`src/design/swdfe_pkg.sv`:
```
`default_nettype none
// ----------------------------------------------------------------------------
// swdfe_pkg
// Shared types and constants for the single-wire debug frame encoder.
// ----------------------------------------------------------------------------
package swdfe_pkg;

	// request opcodes
	typedef enum logic [1:0] {
		OP_CMD    = 2'd0,
		OP_HOST   = 2'd1,
		OP_TARGET = 2'd2,
		OP_RSVD   = 2'd3
	} op_t;

	// frame sequencer states
	typedef enum logic [2:0] {
		ST_IDLE,
		ST_HEAD,
		ST_DATA,
		ST_PAR,
		ST_ACK
	} state_t;

	localparam int unsigned PHASE_W = 5;
	localparam int unsigned BYTE_W  = 8;
	localparam int unsigned CMD_W   = 3;
	localparam int unsigned CNT_W   = 3;

	localparam logic [PHASE_W-1:0] LONG_NORMAL = PHASE_W'(20);
	localparam logic [PHASE_W-1:0] LONG_FAST   = PHASE_W'(8);
	localparam logic [PHASE_W-1:0] SHORT_PHASE = PHASE_W'(2);

	// payload bit count minus one, loaded into the bit counter
	localparam logic [CNT_W-1:0] CMD_CNT  = CNT_W'(CMD_W - 1);
	localparam logic [CNT_W-1:0] BYTE_CNT = CNT_W'(BYTE_W - 1);

endpackage
`default_nettype wire

```
`src/design/single_wire_debug_frame_encoder.sv`:
```
`default_nettype none
// ----------------------------------------------------------------------------
// single_wire_debug_frame_encoder
// Serialises command and byte frames into pulse-width-coded bit results.
// ----------------------------------------------------------------------------
// Sequence: a request is taken in the idle state into the sequencer state;
//   each bit then goes into the output register, and further bits follow
//   while the output does not stall. A command frame sends a header bit,
//   three payload bits, parity and the ack bit; a byte frame eight payload
//   bits. Opcode 3 is taken and dropped in the idle state. Input stalls
//   while a frame is sent.
// Reset: arst_n clears the sequencer, the output valid and high_speed.
// ----------------------------------------------------------------------------
module single_wire_debug_frame_encoder (
	input  wire logic        clk,
	input  wire logic        arst_n,
	// configuration
	input  wire logic        cfg_we,
	input  wire logic        cfg_wdata,
	// request channel
	input  wire logic        in_valid,
	output      logic        in_stall,
	input  wire logic [1:0]  op,
	input  wire logic [7:0]  value,
	// bit result channel
	output      logic        out_valid,
	input  wire logic        out_stall,
	output      logic        bit_value,
	output      logic [4:0]  low_cycles,
	output      logic [4:0]  high_cycles,
	output      logic        last
);

	// configuration register
	logic high_speed_q;

	// sequencer state
	swdfe_pkg::state_t                   state_q, state_d;
	logic                                hdr_q;      // header bit (1 = target)
	logic [swdfe_pkg::BYTE_W-1:0]        sh_q;       // payload, MSB goes next
	logic [swdfe_pkg::CNT_W-1:0]         cnt_q;      // payload bits left minus one
	logic                                par_q;      // running parity

	// output register
	logic                                out_valid_q;
	logic                                bit_q;
	logic                                last_q;
	logic [swdfe_pkg::PHASE_W-1:0]       low_q, high_q;

	// combinational
	logic                                in_take;
	logic                                adv;        // output slot free this cycle
	logic                                emit;       // sequencer puts a bit out
	logic                                nbit;
	logic                                nlast;
	logic [swdfe_pkg::PHASE_W-1:0]       long_t;
	swdfe_pkg::op_t                      op_in;

	assign op_in    = swdfe_pkg::op_t'(op);
	assign in_stall = (state_q != swdfe_pkg::ST_IDLE);
	assign in_take  = in_valid && !in_stall;
	assign adv      = !out_valid_q || !out_stall;
	assign long_t   = high_speed_q ? swdfe_pkg::LONG_FAST : swdfe_pkg::LONG_NORMAL;

	// next bit and next state
	always_comb begin
		state_d = state_q;
		emit    = 1'b0;
		nbit    = 1'b0;
		nlast   = 1'b0;
		case (state_q)
			swdfe_pkg::ST_IDLE: begin
				if (in_take) begin
					case (op_in)
						swdfe_pkg::OP_CMD,
						swdfe_pkg::OP_HOST,
						swdfe_pkg::OP_TARGET: state_d = swdfe_pkg::ST_HEAD;
						default:              state_d = swdfe_pkg::ST_IDLE;
					endcase
				end
			end
			swdfe_pkg::ST_HEAD: begin
				emit = adv;
				nbit = hdr_q;
				if (adv) state_d = swdfe_pkg::ST_DATA;
			end
			swdfe_pkg::ST_DATA: begin
				emit = adv;
				nbit = sh_q[swdfe_pkg::BYTE_W-1];
				if (adv && cnt_q == '0) state_d = swdfe_pkg::ST_PAR;
			end
			swdfe_pkg::ST_PAR: begin
				emit = adv;
				nbit = par_q;
				if (adv) state_d = swdfe_pkg::ST_ACK;
			end
			swdfe_pkg::ST_ACK: begin
				emit  = adv;
				nbit  = 1'b1;
				nlast = 1'b1;
				if (adv) state_d = swdfe_pkg::ST_IDLE;
			end
			default: state_d = swdfe_pkg::ST_IDLE;
		endcase
	end

	always_ff @(posedge clk or negedge arst_n) begin
		if (!arst_n) begin
			state_q <= swdfe_pkg::ST_IDLE;
		end else begin
			state_q <= state_d;
		end
	end

	always_ff @(posedge clk or negedge arst_n) begin
		if (!arst_n) begin
			high_speed_q <= 1'b0;
		end else if (cfg_we) begin
			high_speed_q <= cfg_wdata;
		end
	end

	// payload shifter, bit counter and parity
	always_ff @(posedge clk) begin
		if (in_take) begin
			hdr_q <= (op_in == swdfe_pkg::OP_TARGET);
			par_q <= 1'b0;
			if (op_in == swdfe_pkg::OP_CMD) begin
				sh_q  <= {value[swdfe_pkg::CMD_W-1:0],
					{(swdfe_pkg::BYTE_W - swdfe_pkg::CMD_W){1'b0}}};
				cnt_q <= swdfe_pkg::CMD_CNT;
			end else begin
				sh_q  <= value;
				cnt_q <= swdfe_pkg::BYTE_CNT;
			end
		end else if (state_q == swdfe_pkg::ST_DATA && adv) begin
			sh_q  <= {sh_q[swdfe_pkg::BYTE_W-2:0], 1'b0};
			cnt_q <= cnt_q - 1'b1;
			par_q <= par_q ^ sh_q[swdfe_pkg::BYTE_W-1];
		end
	end

	// output register
	always_ff @(posedge clk or negedge arst_n) begin
		if (!arst_n) begin
			out_valid_q <= 1'b0;
		end else if (adv) begin
			out_valid_q <= emit;
		end
	end

	always_ff @(posedge clk) begin
		if (emit) begin
			bit_q  <= nbit;
			last_q <= nlast;
			low_q  <= nbit ? swdfe_pkg::SHORT_PHASE : long_t;
			high_q <= nbit ? long_t : swdfe_pkg::SHORT_PHASE;
		end
	end

	assign out_valid   = out_valid_q;
	assign bit_value   = bit_q;
	assign last        = last_q;
	assign low_cycles  = low_q;
	assign high_cycles = high_q;

	// checks
	a_last_is_one: assert property (@(posedge clk) disable iff (!arst_n)
		out_valid_q && last_q |-> bit_q)
		else $error("ack bit not a one");

	a_short_phase: assert property (@(posedge clk) disable iff (!arst_n)
		out_valid_q |-> (bit_q ? (low_q == swdfe_pkg::SHORT_PHASE)
		                       : (high_q == swdfe_pkg::SHORT_PHASE)))
		else $error("pulse timing does not match bit value");

	a_frame_start: assert property (@(posedge clk) disable iff (!arst_n)
		in_take && (op_in == swdfe_pkg::OP_HOST || op_in == swdfe_pkg::OP_TARGET ||
		            op_in == swdfe_pkg::OP_CMD)
		|=> state_q == swdfe_pkg::ST_HEAD)
		else $error("frame not started after request");

	a_ack_closes: assert property (@(posedge clk) disable iff (!arst_n)
		state_q == swdfe_pkg::ST_ACK && adv |=> out_valid_q && last_q &&
		state_q == swdfe_pkg::ST_IDLE)
		else $error("ack bit not delivered at frame end");

endmodule
`default_nettype wire

```
`config.mk`:
```
export PLATFORM = sky130hd
export DESIGN_NAME = single_wire_debug_frame_encoder
export DESIGN_NICKNAME = d
export VERILOG_FILES = /design/src/design/swdfe_pkg.sv /design/src/design/single_wire_debug_frame_encoder.sv
export SDC_FILE = /design/constraint.sdc
export NUM_CORES = 1
export LEC_CHECK = 0
export BUFFER_PORTS_ARGS = -buffer_cell sky130_fd_sc_hd__buf_2
export CORE_ASPECT_RATIO = 1.75
export CORE_MARGIN = 1
export CORE_UTILIZATION = 35
export CTS_CLUSTER_DIAMETER = 30
export DETAILED_ROUTE_END_ITERATION = 7
export GPL_TIMING_DRIVEN = 0
export SLEW_MARGIN = 5
export SYNTH_ARGS = -nofsm -noshare
export SYNTH_HDL_FRONTEND = slang
export SYNTH_SLANG_ARGS = --single-unit
```
`constraint.sdc`:
```
create_clock -name clk -period 2.53 [get_ports clk]
set_input_delay 0.1265 -clock clk [delete_from_list [all_inputs] [get_ports clk]]
set_output_delay 0.1265 -clock clk [all_outputs]
set_load 0.01 [all_outputs]
```
======== After elaboration in Yosys (flattened, before gate mapping) ========
Index checks and enable logic that the tools add are counted.
storage, ports and cells
  bits in registers ....................... 30
  input bits .............................. 16
  output and inout port bits .............. 14
  word-level logic and storage cells ...... 56
operators by class
  add/sub/neg operators ................... 1
  eq/ne operators ......................... 11
  muxes and demuxes ....................... 17
  bitwise operators ....................... 1
  reductions and logical operators ........ 15
operators with widths
  operator                                          number
  2-to-1 mux 3 bit                                  8
  2-to-1 mux 8 bit                                  3
  one-hot mux 3 bit (5 select lines)                1
  inequality test 2 bit, second input constant      5
  == test 3 x 2 -> 1 bit, second input constant     2
  zero test 3 bit                                   2
  2-to-1 mux 5 bit                                  1
  AND reduction 5 bit                               1
  one-hot mux 1 bit (4 select lines)                1
  OR reduction 4 bit                                1
  == test 3 x 1 -> 1 bit, second input constant     1
  == test 3 bit, second input constant              1
  logical AND 1 bit                                 3
  zero test 1 bit                                   3
  2-to-1 mux 1 bit                                  3
  nonzero test 3 bit                                1
  OR reduction 3 bit                                1
  subtractor 3 x 1 -> 3 bit, second input constant  1
  == test 2 x 1 -> 1 bit, second input constant     1
  == test 2 bit, second input constant              1
  zero test 2 bit                                   1
  nonzero test 2 bit                                1
  logical OR 1 bit                                  1
  XOR 1 bit                                         1

======== Depth between registers and ports, before layout ========
  depth after elaboration ................. 5
  depth in mapped cells ................... 5
  gate-level depth less buffers ........... 4

======== Worst setup path before layout ========
OpenSTA, ideal clock, no wires.
  kind .................................... flip-flop to flip-flop
  from .................................... reg out_valid_q, in the netlist out_valid
  to ...................................... reg cnt_q[0] (netlist bit), enable pin
  library setup time ...................... 0.397 ns
  data arrival time ....................... 1.539 ns
  setup slack ............................. 0.595 ns
  cell stages (with the launch flop) ...... 4
  path through ............................ dfrtp_1 -> nand2_1 -> nand2_1 -> o31ai_1
between the ends
  longest elaborated chain between the ends .. 4
RTL lines
  item                                 line                                    text
  start, declared                      single_wire_debug_frame_encoder.sv:45   logic out_valid_q;
  start signal, assigned               single_wire_debug_frame_encoder.sv:148  out_valid_q <= emit;
  zero test 1 bit                      single_wire_debug_frame_encoder.sv:62   assign adv = !out_valid_q || !out_stall;
  logical OR 1 bit                     single_wire_debug_frame_encoder.sv:62
  logical AND 1 bit                    single_wire_debug_frame_encoder.sv:136  end else if (state_q == swdfe_pkg::ST_DATA && adv) begin
  nonzero test 2 bit (no source line)  n/a
  end signal, assigned                 single_wire_debug_frame_encoder.sv:131  cnt_q <= swdfe_pkg::CMD_CNT;
  end signal, assigned                 single_wire_debug_frame_encoder.sv:134  cnt_q <= swdfe_pkg::BYTE_CNT;
  end signal, assigned                 single_wire_debug_frame_encoder.sv:138  cnt_q <= cnt_q - 1'b1;
  end, declared                        single_wire_debug_frame_encoder.sv:41   logic [swdfe_pkg::CNT_W-1:0] cnt_q;
No other way between the ends.
A chain may end at the register's enable or synchronous reset.

======== Worst setup path in the final report ========
  from .................................... reg state_q[2]
  to ...................................... reg cnt_q[1] (netlist bit), enable pin
between the ends
  longest elaborated chain between the ends .. 4
  elaborated cells between the ends (all ways) .. 6
  classes of those cells .................. eq/ne (1); reduce/logical (5)
RTL lines
  item                                   line                                    text
  start, declared                        single_wire_debug_frame_encoder.sv:38   swdfe_pkg::state_t state_q, state_d;
  start signal, assigned                 single_wire_debug_frame_encoder.sv:109  state_q <= swdfe_pkg::ST_IDLE;
  start signal, assigned                 single_wire_debug_frame_encoder.sv:111  state_q <= state_d;
  nonzero test 3 bit                     single_wire_debug_frame_encoder.sv:60   assign in_stall = (state_q != swdfe_pkg::ST_IDLE);
  zero test 1 bit                        single_wire_debug_frame_encoder.sv:61   assign in_take = in_valid && !in_stall;
  logical AND 1 bit                      single_wire_debug_frame_encoder.sv:61
  nonzero test 2 bit (no source line) *  n/a
Every way passes the cells marked *; elsewhere a longest branch is shown, timed or not.

==> qor.csv <==
stage,metric,value,unit
layout,layout_commonest_cell,buf_2,
logic_synthesis,synthCells,105,
placed_design,dpl-instance-area,0.00149,sq mm
clock_tree,cts_root_buffer,clkbuf_8,
placed_design,dp.cells,179,
critical_path,critPathLaunchType,flip-flop,
floorplan,start_util,37.4,%
clock_tree,cts_setup_buffers,0,
critical_path,critPathKind,reg2reg,
logic_synthesis,ys_seq_area_share,58.1,%
power,peakVddDrop,0.706,mV
grt,grt_pass1_wl,3.23,mm
grt,grt.total_usage,11.8,%
layout,fill_cells,358,
logic_synthesis,yosysWarningCount,0,
clock_tree,cts_sinks,26,
layout,final_cells,184,
floorplan,dieArea,0.00392,sq mm
layout,layout_common_cells,"27 x buf_2, 20 x edfxtp_1, 18 x nand2_1",
timing,fin_ws,0.647,ns
logic_synthesis,synth_edf_count,20,
critical_path,worstPathRequired,2.51,ns
timing,period_minus_slack,1.88,ns
timing,period_share,74.4,%
critical_path,path_cells,clkbuf_1 > or4b_4 > buf_6 > o31ai_2 > buf_4,
layout,multi_input_area,440,sq um
timing,tns,0,ns
logic_synthesis,async_flop_share,19.2,%
floorplan,core-area,0.00343,sq mm
route,drc,0,
timing,setup_viol,0,
critical_path,cp_max_fo,11,
timing,hold_viol,0,
logic_synthesis,yosysUniqueCellTypes,38,
timing,whs,0.0984,ns
timing,tightestPinTransition,0.722,ns
critical_path,crit_path_end_kind,flip-flop,
critical_path,critPathArrivalTime,1.86,ns
placed_design,port_buffers,27,
clock_tree,cts_resized,0,
route,wirelength,2.05,mm
grt,antenna_found_initial,0,
layout,drive_gt1_share,34.5,%
layout,final_area,0.00157,sq mm
logic_synthesis,syn_avg_cell_area,12.2,sq um
layout,n_antenna_cell,0,
route,firstDrtPassIters,4,
power,p_leak,0.680,nW
clock_tree,cts_hold_buf,1,
layout,fin_nets,158,
layout,final-seq-area,746,sq um
route,ant_nets,0,
route,wl_per_cell,11.1,um
route,drt_iter0_drc,25,
timing,maxSlewViolCount,0,
clock_tree,cts_made_buffers,3,
timing,relSlewSlack,51.9,%
floorplan,die_height,82.1,um
clock_tree,cts_tree,built,
timing,clock.fmax,531,MHz
min_path,holdCritPathClass,in2reg,
timing,clock_skew,0.00802,ns
timing,rsz0062_at_grt,no,
placed_design,post-place-ws,0.660,ns
grt,grt_max_degree,16,
grt,gr-total-overflow,0,
logic_synthesis,synth_flop_cell,edfxtp_1,
critical_path,max_stage_delay,0.56,ns
clock_tree,clockBufferDepth,2,
power,cellPowerDensity,1260,mW/mm^2
layout,area_growth,22.5,%
flow_run,drv_cap,0,
route,num_vias,850,
clock_tree,clk_pin_slew,0.09,ns
floorplan,die_w,47.8,um
logic_synthesis,ys_seq_elements,26,
route,via_per_inst,4.62,
floorplan,io_pins,30,
placed_design,gp_congestion,0.782,
floorplan,core.rowCount,28,
status,status,"finished, final reports clean",
clock_tree,clk_latency,0.27,ns
placed_design,dpl.hpwl,1.60,mm
critical_path,slowest_stage,or4b_4,
logic_synthesis,netlist_area,0.00128,sq mm
grt,grt_pass1_vias,781,
clock_tree,htreeDepth,1,
## power breakdown
group          switching, mW  internal [mW]
clock                  0.130          0.212
combinational          0.444          0.361
sequential            0.0721          0.759
## path summary, 6_finish.rpt
path / to / start / cells after the start / slack, ns
worst max-delay path: cnt_q[1]$_SDFFCE_PP1P_ / state_q[2]$_DFFE_PN0P_ / 5 / 0.65
worst min-delay path: high_speed_q$_DFFE_PN0P_ / cfg_wdata / 2 / 0.1
worst max register to register: cnt_q[1]$_SDFFCE_PP1P_ / state_q[2]$_DFFE_PN0P_ / 5 / 0.65
worst min register to register: par_q$_SDFFE_PP0P_ / par_q$_SDFFE_PP0P_ / 1 / 0.47
max in group asynchronous: high_speed_q$_DFFE_PN0P_ / arst_n / 2 / 2.21
min in group asynchronous: out_valid$_DFFE_PN0P_ / arst_n / 2 / 0.18
## state kept, by name (all words and copies together), names as in the netlist, 3 cells and up
signal and cells:
state_q 3, low_cycles 3, cnt_q 3, sh_q 8, high_cycles 3
## through the flow
step	util [%]	power, mW
after floorplan	-	1.42
after global placement	43.0	1.61
after detailed placement	43.4	1.66
after CTS	45.8	2.00
after global routing	45.8	2.12
final	45.8	1.98
## routing by layer
metal | up-vias | share of wire (%) | track usage, % | wire length (um)
met1 | 391 | 38 | 11.7 | 785
met2 | 27 | 55 | 21.9 | 1130
li1 | 428 | - | - | -
met3 | 4 | 4.4 | 1.98 | 91
met5 | - | 0 | 0 | 0
met4 | 0 | 1.9 | 5.83 | 38
## cell type report
type / instances / share of cell area (%)
plain buffers: 10 / 5.25
clock buffers: 3 / 2.63
clock inverters: 1 / 1.91
inverters: 6 / 1.43
multi-input cells: 64 / 28.0
flip-flops and latches: 26 / 47.5
well taps: 45 / 3.58
repair buffers: 29 / 9.71
## cells in the mapped netlist, types with 2 or more instances
master | number | area (sq um)
a21oi_1 | 2 | 10.0
buf_4 | 4 | 30.0
buf_6 | 4 | 45.0
dfrtp_1 | 5 | 125
edfxtp_1 | 20 | 601
ha_1 | 2 | 25.0
inv_1 | 5 | 18.8
mux2i_1 | 4 | 40.0
nand2_1 | 18 | 67.6
nor2_1 | 2 | 7.51
nor2b_1 | 4 | 25.0
o21ai_1 | 7 | 35.0
o31ai_1 | 2 | 15.0
xnor2_1 | 2 | 17.5
## worst max-delay path, delay by kind of cell, from the launching register on
| kind | cells | cell delay (ns) |
|---|---|---|
| compound gates | 1 | 0.05 |
| buf+inv | 3 | 0.61 |
| simple gates | 1 | 0.56 |
| flops | 1 | 0.37 |
## logic make-up after synthesis
kind of cell	Yosys count	synth area share, %
other	1	0.292
buffers and inverters	16	8.19
flip-flops	26	58.1
multiplexers	6	5.17
adder cells (fa/ha/maj)	2	1.95
AND/OR/NAND/NOR	36	15.8
AO/OA/AOI/OAI	16	9.07
XOR/XNOR	2	1.37
No activity file was read; power rests on OpenSTA's default activity.
